**config.mk**
```make
export PLATFORM = sky130hd
export DESIGN_NAME = sis_cell
export DESIGN_NICKNAME = d
export VERILOG_FILES = /design/src/rtl/sorted_integer_set_assert.svh /design/src/rtl/sis_pkg.sv /design/src/rtl/sis_cell.sv
export SDC_FILE = /design/constraint.sdc
export NUM_CORES = 1
export LEC_CHECK = 0
export BUFFER_PORTS_ARGS = -buffer_cell sky130_fd_sc_hd__buf_2
export CORE_UTILIZATION = 30
export CTS_BUF_LIST = sky130_fd_sc_hd__clkbuf_8
export DETAILED_ROUTE_END_ITERATION = 16
export PLACE_DENSITY_LB_ADDON = 0.1
export SLEW_MARGIN = 15
export SYNTH_ARGS = -nofsm -noshare
export SYNTH_HDL_FRONTEND = slang
export SYNTH_SLANG_ARGS = --single-unit
```
**constraint.sdc**
```tcl
create_clock -name clk -period 5.3 [get_ports clk]
set_input_delay 0.265 -clock clk [delete_from_list [all_inputs] [get_ports clk]]
set_output_delay 0.265 -clock clk [all_outputs]
set_load 0.02 [all_outputs]
```
**src/rtl/sorted_integer_set_assert.svh**
```systemverilog
`ifndef SORTED_INTEGER_SET_ASSERT_SVH
`define SORTED_INTEGER_SET_ASSERT_SVH

// Same-cycle implication, checked at every rising edge outside reset.
`define SIS_ASSERT_NOW(label, clk, rst, ante, cons, msg) \
  label: assert property (@(posedge clk) disable iff (rst) (ante) |-> (cons)) \
    else $error(msg);

// Next-cycle implication, checked at every rising edge outside reset.
`define SIS_ASSERT_NEXT(label, clk, rst, ante, cons, msg) \
  label: assert property (@(posedge clk) disable iff (rst) (ante) |=> (cons)) \
    else $error(msg);

`endif

```
**src/rtl/sis_pkg.sv**
```systemverilog
package sis_pkg;

  localparam int CAPACITY_DEF = 64;
  localparam int VALUE_W      = 32;
  localparam int POSITION_W   = 6;
  localparam int COUNT_W      = 7;

  localparam logic signed [VALUE_W-1:0] VALUE_MAX = 32'sh7FFF_FFFF;

  typedef enum logic [1:0] {
    KIND_INSERT   = 2'd0,
    KIND_REMOVE   = 2'd1,
    KIND_CONTAINS = 2'd2,
    KIND_CLEAR    = 2'd3
  } kind_t;

  typedef enum logic [2:0] {
    ST_INSERTED  = 3'd0,
    ST_FOUND     = 3'd1,
    ST_REMOVED   = 3'd2,
    ST_NOT_FOUND = 3'd3,
    ST_FULL      = 3'd4,
    ST_CLEARED   = 3'd5
  } status_t;

  typedef struct packed {
    kind_t                     kind;
    logic signed [VALUE_W-1:0] value;
  } item_t;

  typedef struct packed {
    status_t                   status;
    logic [POSITION_W-1:0]     position;
    logic [COUNT_W-1:0]        count;
    logic signed [VALUE_W-1:0] minimum;
  } result_t;

  // Broadcast from the controller to every cell of the chain.
  typedef struct packed {
    logic                      cmp;
    logic                      ins;
    logic                      rem;
    logic signed [VALUE_W-1:0] value;
  } ctrl_t;

endpackage

```
**src/rtl/sis_cell.sv**
```systemverilog
module sis_cell (
  input  logic                                clk,
  input  logic                                rst,
  input  logic                                valid,
  input  sis_pkg::ctrl_t                      ctrl,
  input  logic                                prev_lt,
  input  logic signed [sis_pkg::VALUE_W-1:0]  prev_entry,
  input  logic signed [sis_pkg::VALUE_W-1:0]  next_entry,
  output logic signed [sis_pkg::VALUE_W-1:0]  entry,
  output logic                                lt,
  output logic                                eq
);
  import sis_pkg::*;

  always_ff @(posedge clk) begin
    if (rst) begin
      lt <= 1'b0;
      eq <= 1'b0;
    end else if (ctrl.cmp) begin
      lt <= valid && (entry < ctrl.value);
      eq <= valid && (entry == ctrl.value);
    end
  end

  // Cells at or above the insertion point move up by one; the first of them
  // takes the new value. On removal they take the entry above instead.
  always_ff @(posedge clk) begin
    if (ctrl.ins && !lt) begin
      entry <= prev_lt ? ctrl.value : prev_entry;
    end else if (ctrl.rem && !lt) begin
      entry <= next_entry;
    end
  end

endmodule

```
==> impl_metrics.json, run 1 <==
{
  "status": "finished clean",
  "cts_max_level": 2,
  "grt.overflow.total": 0,
  "clkTransAtPathRegs_ns": 0.08,
  "synth_area_per_cell_sq_um": 9.36,
  "drt_first_pass_iters": 4,
  "cts_buffer_depth": 2,
  "drc_errors": 0,
  "synth_ff_type": "edfxtp_1",
  "synth_mux_area_share_pct": 12.8,
  "postRouteAntennaNets": 0,
  "maxCapViolations": 0,
  "cts_setup_buffers": 0,
  "nets": 535,
  "finalHoldViolations": 0,
  "path_cells": "ha_1, nand4_1, nor4_1, a21boi_0, o31a_1, or3_1, nand2_1",
  "synth_top_family_by_area": "adder cells",
  "timing.fmax_ghz": 0.488,
  "grt_first_pass_wirelength_um": 10200,
  "synthArstFlopShare_pct": 0,
  "synth_compound_area_share_pct": 12.7,
  "routedWlPerCell_um": 12.4,
  "die-width_um": 93.4,
  "drt-initial-drc-count": 44,
  "finalCriticalPeriod_ns": 2.05,
  "setup-violations-final": 0,
  "hpwl_um": 4920,
  "core_sq_um": 7890,
  "crit_family": "simple AND/OR/NAND/NOR gates",
  "vias_per_cell": 4.58,
  "synth_edf_count": 32,
  "crit_type": "flip-flop to flip-flop",
  "worst-path-buf-inv": 0,
  "cts_made_buffers": 5,
  "gp_congestion": 0.716,
  "antenna_found_initial": 0,
  "clock-root-buffer": "clkbuf_8",
  "first_global_vias": 2272,
  "vias": 2306,
  "ios": 137,
  "yosys.area_share.simple_pct": 12.1,
  "die_height_um": 93.4,
  "slew_headroom_pct": 34.3,
  "fin_skew_ns": 0.00608,
  "floorplan.initialDensity_pct": 31.8,
  "netlist_area_sq_um": 2510,
  "critPathSlowestCell": "nor4_1",
  "yosys.cell_types.count": 27,
  "insertion_delay_ns": 0.28,
  "seq_area_frac_synth_pct": 39.9,
  "synth_top_area_share_pct": 38.3,
  "cp-end-kind": "flip-flop",
  "ctsHoldBuffers": 0,
  "arrival_ns": 2.23,
  "drv_slew": 0,
  "grt_max_degree": 65,
  "ys_ff_latch": 34,
  "rrSetupSlack_ns": 3.25,
  "synth_fp_nets": 403,
  "power_leakage_uw": 0.00178,
  "slowest_delay_ns": 0.51,
  "tns_ns": 0,
  "wl_um": 6260,
  "diodes": 0,
  "synthXorXnorAreaFrac_pct": 0,
  "period_share_pct": 38.6,
  "area_growth_pct": 35.4,
  "synth_warnings": 0,
  "die_area_sq_um": 8730,
  "grt_util_all_layers_pct": 14.9,
  "min_path_type": "input port to flip-flop",
  "ir_worst_vdd_mv": 0.0843,
  "startpoint_type": "flip-flop",
  "synthTopCellsByArea": "edfxtp_1 38%, ha_1 16%, mux2i_1 13%",
  "ctsResizeCount": 0,
  "clock-sinks": 34,
  "cp.required_ns": 5.49,
  "p_per_area_nw_per_um2": 260,
  "core.rowCount": 32,
  "io_buffers": 136,
  "synth_top_area_cell": "edfxtp_1",
  "hold_slack_ns": 0.172,
  "cp_max_fo": 3,
  "drive_above_1_share_pct": 36.7,
  "synthAdderAreaFrac_pct": 16.0,
  "tightest_slew_ns": 0.985,
  "nFillCells": 839,
  "synth_cells": 268,
  "cts_tree": "yes",
  "rsz0062_at_grt": "false"
}
synthesized netlist by cell type (2+ instances only):
cell / number
a21oi_1: 14
buf_2: 3
clkbuf_1: 8
dfxtp_1: 2
edfxtp_1: 32
ha_1: 32
inv_1: 32
mux2i_1: 32
nand2_1: 42
nand2b_1: 2
nand3_1: 4
nand4_1: 7
nor2_1: 7
nor3_1: 2
nor4_1: 2
o211ai_1: 2
o21ai_0: 35
area by class of cell:
| type | count | area (sq um) | share of cell area (%) |
|---|---|---|---|
| clock buffer | 8 | 110 | 3.24 |
| inverter | 32 | 120 | 3.54 |
| multi-input combinational | 191 | 1360 | 39.9 |
| sequential | 34 | 1000 | 29.5 |
| tap | 102 | 128 | 3.76 |
| timing repair buffer | 136 | 681 | 20.0 |
logic make-up (layout without fill, tap and decap cells):
family	after synthesis	in the layout
AO/OA/AOI/OAI	58	58
multiplexers	32	32
adder cells (fa/ha/maj)	32	32
flip-flops	34	34
AND/OR/NAND/NOR	69	69
buffers and inverters	43	176
final timing paths:
kind | start | endpoint | cells after the start
max | entry[14]$_DFFE_PP_ | lt$_SDFFE_PP0P_ | 7
max reg2reg | entry[14]$_DFFE_PP_ | lt$_SDFFE_PP0P_ | 7
min | rst | eq$_SDFFE_PP0P_ | 2
min reg2reg | eq$_SDFFE_PP0P_ | eq$_SDFFE_PP0P_ | 2
routing by layer:
| layer | vias up | global-route usage (%) | share of wire (%) |
|---|---|---|---|
| met5 | - | 0 | 0 |
| met4 | 0 | 5.00 | 1.3 |
| met3 | 7 | 3.66 | 7.9 |
| met2 | 83 | 24.3 | 45 |
| met1 | 1000 | 19.1 | 46 |
| li1 | 1216 | - | - |
placed cells by master, fill, tap and decap left out, types with 4 or more instances in the layout:
cell type / instances
mux2i_1: 32
buf_2: 136
o21ai_0: 35
nand2_1: 42
clkbuf_8: 8
nand4_1: 7
inv_1: 32
edfxtp_1: 32
a21oi_1: 14
nand3_1: 4
ha_1: 32
nor2_1: 6
stage by stage:
step                      utilization, %  area, sq um  cells  setup WS (ns)  power, uW
after detailed placement            41.6         3280    495           3.24        663
after CTS                           43.0         3390    503           3.24        898
after global routing                43.1         3400    503           3.04        950
final                               43.1         3400    503           3.25        883
after floorplan                        -         2510    268           3.11        549
after global placement              41.6         3280    495           3.23        660
sequential cells by signal (all words and copies together), names as in the netlist:
signal,count
eq,1
lt,1
entry,32
power breakdown:
group / total, uW / internal [uW] / switching, uW
Clock: 231 / 131 / 99.3
Sequential: 365 / 344 / 20.3
Combinational: 288 / 117 / 171
No activity file was read; power rests on OpenSTA's default activity.
==> run 2: changes to the inputs <==
clock period = 1.8 ns   (was 5.3 ns; I/O delays follow)
==> run 2 against run 1 <==
The flow now finishes with violations (setup timing). Die area unchanged. Register-to-register slack got worse by 3.4 ns. Worst setup slack got worse by 3.4 ns. Sequential power increased to 3.0 times the previous value. Clock power increased by 130%. Global-route usage about the same. Count of clock-buffer cells in the layout decreased by 3. Cell count increased by 3.0%. Critical endpoint unchanged.
==> impl_metrics.json, run 2 (same netlist as run 1, synthesis figures left out) <==
{
  "critPathSlowestCell": "edfxtp_1",
  "rsz0062_at_grt": "true",
  "pre_cts_ws_ns": -0.209,
  "clock-root-buffer": "clkbuf_8",
  "ir_worst_vdd_mv": 0.270,
  "gp_congestion": 0.710,
  "timing.final.ws_setup_ns": -0.108,
  "routedWlPerCell_um": 12.2,
  "drt-initial-drc-count": 56,
  "antenna_found_initial": 0,
  "power_leakage_uw": 0.00184,
  "p_clk_share_pct": 21.2,
  "postRouteAntennaNets": 0,
  "place_inst": 506,
  "die-width_um": 93.4,
  "cts_tree": "yes",
  "finalCriticalPeriod_ns": 1.91,
  "cts_made_buffers": 5,
  "grt.overflow.total": 0,
  "netSwitchingFraction_pct": 33.9,
  "grt_first_pass_wirelength_um": 10200,
  "startpoint_type": "flip-flop",
  "tightest_slew_ns": 0.275,
  "fin_skew_ns": 0.00655,
  "slew_headroom_pct": 81.5,
  "cp.required_ns": 2.02,
  "largest_register": "entry",
  "setup-violations-final": 1,
  "drv_slew": 0,
  "nets": 550,
  "vias_per_cell": 4.57,
  "seqPwrFrac_pct": 42.4,
  "finalHoldViolations": 0,
  "nFillCells": 795,
  "path_cells": "ha_1, nand4_1, nor2_1, a221o_1, o31a_1, or3_1, nand2_1",
  "timing.fmax_ghz": 0.524,
  "total_power_uw": 2540,
  "core_sq_um": 7890,
  "clock-sinks": 34,
  "status": "finished with violations",
  "clkTransAtPathRegs_ns": 0.07,
  "first_global_vias": 2322,
  "core.rowCount": 32,
  "die_height_um": 93.4,
  "drt_first_pass_iters": 4,
  "arrival_ns": 2.13,
  "area_growth_pct": 40.9,
  "vias": 2369,
  "drc_errors": 0,
  "p_per_area_nw_per_um2": 718,
  "diodes": 0,
  "min_path_type": "input port to flip-flop",
  "cts_buffer_depth": 2,
  "slowest_delay_ns": 0.40,
  "io_buffers": 136,
  "grt_util_all_layers_pct": 14.9,
  "insertion_delay_ns": 0.28,
  "layout_commonest_cell": "buf_2",
  "cp-end-kind": "flip-flop",
  "p_comb_share_pct": 36.4,
  "cts_max_level": 2,
  "crit_type": "flip-flop to flip-flop",
  "layout_common_cells": "136 x buf_2, 42 x nand2_1, 34 x o21ai_0, 33 x inv_1",
  "hpwl_um": 5180,
  "floorplan.initialDensity_pct": 31.8,
  "wl_um": 6320,
  "post-route-util_pct": 44.8,
  "p_int_uw": 1680,
  "largest_registers": "entry: 32 flops, eq: 1 flops, lt: 1 flops",
  "p_switching_uw": 860,
  "die_area_sq_um": 8730,
  "stdcell_count": 518,
  "ios": 137,
  "maxCapViolations": 0,
  "violations": "setup timing",
  "period_share_pct": 106,
  "largest_register_ffs": 32,
  "drive_above_1_share_pct": 38.9,
  "grt_max_degree": 35,
  "cp_max_fo": 2
}
==> run 2: cell count changes in the layout (fill, tap and decap cells not counted), sizes merged <==
cell         before  now
clkbuf            8    5
clkinv            0    2
dlygate4sd3       0    1
buf             136  150
inv              32   33
==> run 2: power groups by stage <==
| stage | registers (uW) | clock network, uW | logic (uW) |
|---|---|---|---|
| after global routing | 1090 | 591 | 1040 |
| final | 1080 | 537 | 923 |
| after detailed placement | 1100 | 0 | 918 |
| after global placement | 1090 | 0 | 915 |
| after floorplan | 1230 | 0 | 391 |
| after CTS | 1080 | 563 | 933 |
==> run 2: final cells by class <==
cell class | instances | area [sq um] | area share (%)
well taps | 102 | 128 | 3.61
inverters | 32 | 120 | 3.40
multi-input cells | 191 | 1380 | 39.1
repair buffers | 151 | 821 | 23.2
clock inverters | 3 | 12.5 | 0.354
flip-flops and latches | 34 | 1000 | 28.3
clock buffers | 5 | 68.8 | 1.95
==> run 2: critical path, delay by kind of cell, from the launching register on <==
kind / cells / cell delay [ns]
simple gates: 4 / 0.57
fa+ha+maj: 1 / 0.31
flops: 1 / 0.40
compound gates: 2 / 0.57
==> run 2: metrics by stage <==
step / area [sq um] / hold slack, ns / TNS [ns]
CTS: 3510 / 0.0676 / -0.119
detailed placement: 3400 / 0.300 / -0.219
global route: 3530 / 0.0671 / -0.258
floorplan: 2520 / 0.159 / -0.111
global placement: 3400 / 0.294 / -0.0708
finish: 3530 / 0.0779 / -0.108
==> run 2: routing by layer <==
metal  up-vias  GRT usage [%]  routed length, um
li1       1250              -                  -
met1      1039           18.3               2840
met2        76           25.4               3000
met3         4           4.07                429
met4         0           4.49                 60
met5         -              0                  0
==> run 2: final timing paths <==
check                                          from                  to  slack [ns]  depth (start not counted)
worst max-delay path            entry[10]$_DFFE_PP_     lt$_SDFFE_PP0P_       -0.11                          7
worst min register to register      eq$_SDFFE_PP0P_     eq$_SDFFE_PP0P_        0.47                          2
worst max register to register  entry[10]$_DFFE_PP_     lt$_SDFFE_PP0P_       -0.11                          7
worst min-delay path                  next_entry[8]  entry[8]$_DFFE_PP_        0.08                          3
==> run 2: repair_timing <==
action | 4_1_cts | 5_1_grt
endpoints found under the hold margin | 1 | 0
hold buffers | 1 | 0
pin swaps | 4 | 3
gates resized for setup | 1 | 2
setup buffers | 2 | 1
endpoints found under the setup margin | 2 | 2
==> run 3: changes to the inputs <==
--- a/config.mk
+++ b/config.mk
@@ -8,3 +8,3 @@
 export BUFFER_PORTS_ARGS = -buffer_cell sky130_fd_sc_hd__buf_2
-export CORE_UTILIZATION = 30
+export CORE_UTILIZATION = 42
 export CTS_BUF_LIST = sky130_fd_sc_hd__clkbuf_8
--- a/constraint.sdc
+++ b/constraint.sdc
@@ -3,2 +3,2 @@
 set_output_delay 0.09 -clock clk [all_outputs]
-set_load 0.02 [all_outputs]
+set_load 0.01 [all_outputs]
==> run 3 against run 2 <==
The flow still finishes with violations (setup timing). Final area about the same. Wire length is 2.7% lower. Highest routed layer unchanged. Cell count shrank 5.8%. Via count rose by 0.34%.
==> impl_metrics.json, run 3 (same netlist as run 1, synthesis figures left out) <==
{
  "path_cells": "ha_1, a21oi_1, o21ai_1, a221o_1, o31a_1, or3_1, nand2_1",
  "largest_register": "entry",
  "rsz0062_at_grt": "true",
  "arrival_ns": 2.17,
  "layout_commonest_cell": "buf_2",
  "timing.fmax_ghz": 0.518,
  "wl_um": 6150,
  "die-width_um": 79.3,
  "drive_above_1_share_pct": 39.7,
  "worstHoldEndpoint": "entry[22]$_DFFE_PP_",
  "clkTransAtPathRegs_ns": 0.07,
  "multiInputGateArea_sq_um": 1420,
  "r2r-end": "lt$_SDFFE_PP0P_",
  "min_path_type": "input port to flip-flop",
  "diodes": 0,
  "drv_slew": 0,
  "grt.overflow.total": 0,
  "pre_cts_ws_ns": -0.105,
  "cp.required_ns": 2.04,
  "cp_max_fo": 2,
  "area_growth_pct": 41.0,
  "ir_worst_vdd_mv": 0.444,
  "critPathSlowestCell": "edfxtp_1",
  "grt_first_pass_wirelength_um": 9830,
  "cts_tree": "yes",
  "first_global_vias": 2220,
  "clock-root-buffer": "clkbuf_8",
  "r2r_cells": 7,
  "fin_skew_ns": 0.00160,
  "vias_per_cell": 4.87,
  "ios": 137,
  "hold_depth": 3,
  "timing.final.ws_setup_ns": -0.130,
  "period_share_pct": 107,
  "grt_max_degree": 65,
  "slew_headroom_pct": 71.2,
  "gp_congestion": 0.762,
  "crit_path_start": "entry[5]$_DFFE_PP_",
  "drc_errors": 0,
  "total_power_uw": 2490,
  "p_comb_share_pct": 34.9,
  "drt-initial-drc-count": 63,
  "largest_register_ffs": 32,
  "slowest_delay_ns": 0.38,
  "clock-sinks": 34,
  "startpoint_type": "flip-flop",
  "drt_first_pass_iters": 4,
  "violations": "setup timing",
  "core_sq_um": 5640,
  "p_per_area_nw_per_um2": 704,
  "crit_type": "flip-flop to flip-flop",
  "design_area_sq_um": 3540,
  "die_area_sq_um": 6280,
  "nets": 550,
  "seqPwrFrac_pct": 43.4,
  "vias": 2377,
  "maxCapViolations": 0,
  "cts_max_level": 2,
  "floorplan.initialDensity_pct": 44.4,
  "tightest_slew_ns": 0.432,
  "p_switching_uw": 796,
  "post_dp_cell_area_sq_um": 3380,
  "postRouteAntennaNets": 0,
  "finalHoldViolations": 0,
  "die_height_um": 79.3,
  "cts_made_buffers": 5,
  "setup-violations-final": 1,
  "insertion_delay_ns": 0.29,
  "grt_util_all_layers_pct": 20.4,
  "cts_buffer_depth": 2,
  "core.rowCount": 27,
  "p_clk_share_pct": 21.7,
  "largest_registers": "entry: 32 flops, eq: 1 flops, lt: 1 flops",
  "layout_common_cells": "136 x buf_2, 42 x nand2_1, 34 x o21ai_0",
  "finalCriticalPeriod_ns": 1.93,
  "cp-end-kind": "flip-flop",
  "regArea_sq_um": 1000,
  "antenna_found_initial": 0,
  "status": "finished with violations",
  "p_int_uw": 1690,
  "rrSetupSlack_ns": -0.13,
  "netSwitchingFraction_pct": 32.0,
  "routedWlPerCell_um": 12.6,
  "r2r_start": "entry[5]$_DFFE_PP_",
  "io_buffers": 136,
  "hpwl_um": 4710,
  "min_from": "next_entry[22]",
  "power_leakage_uw": 0.00184,
  "nFillCells": 509
}
-- run 3: cell count changes in the layout (fill, tap and decap cells not counted) --
| cell | previous run | this run |
|---|---|---|
| a21oi_1 | 14 | 13 |
| a21oi_2 | 1 | 2 |
| clkinv_1 | 1 | 3 |
| clkinv_2 | 1 | 0 |
| ha_1 | 30 | 27 |
| ha_4 | 2 | 5 |
| inv_1 | 33 | 32 |
-- run 3: final cells by class --
cell class | count | share of cell area (%)
sequential | 34 | 28.3
timing repair buffer | 151 | 23.2
multi-input combinational | 191 | 40.3
clock buffer | 5 | 1.95
clock inverter | 3 | 0.318
inverter | 32 | 3.40
tap | 72 | 2.55
-- run 3: repair_timing --
item | 4_1_cts | 5_1_grt
setup endpoints to repair | 1 | 2
hold buffers | 1 | 0
pin swaps | 2 | 6
resized for setup | 2 | 5
hold endpoints to repair | 1 | 0
buffers inserted | 1 | 0
-- run 3: how the worst max path moves through the flow --
stage                            endpoint  slack (ns)
final                     lt$_SDFFE_PP0P_       -0.13
after global routing      lt$_SDFFE_PP0P_       -0.25
after CTS                 lt$_SDFFE_PP0P_       -0.13
after detailed placement  lt$_SDFFE_PP0P_       -0.11
after global placement    lt$_SDFFE_PP0P_       -0.05
after floorplan           lt$_SDFFE_PP0P_       -0.04
-- run 3: power groups by stage --
| stage | logic (uW) | clock network (uW) | registers (uW) |
|---|---|---|---|
| detailed placement | 840 | 0 | 1090 |
| floorplan | 391 | 0 | 1150 |
| CTS | 858 | 548 | 1080 |
| global placement | 832 | 0 | 1080 |
| global route | 983 | 584 | 1090 |
| finish | 867 | 541 | 1080 |
-- run 3: per-stage QoR --
stage / utilization (%) / TNS (ns) / hold slack, ns / cells
global placement: 59.9 / -0.0485 / 0.294 / 478
floorplan: - / -0.0390 / 0.159 / 268
global route: 62.7 / -0.254 / 0.0780 / 488
CTS: 61.9 / -0.131 / 0.0696 / 488
detailed placement: 59.9 / -0.105 / 0.300 / 478
finish: 62.7 / -0.130 / 0.0699 / 488
-- run 3: layer usage --
layer | vias to the layer above | part of all wire (%) | global-route usage [%]
li1 | 1247 | - | -
met1 | 1041 | 45 | 24.8
met2 | 80 | 47 | 34.8
met3 | 9 | 6.6 | 5.40
met4 | 0 | 1.6 | 6.73
met5 | - | 0 | 0
-- run 3: worst max-delay path, delay by kind of cell (launching register included) --
family	cells	cell delay, ns
AOI/OAI and AO/OA	4	0.81
DFF	1	0.38
and+or+nand+nor	2	0.37
adders and majority gates	1	0.32
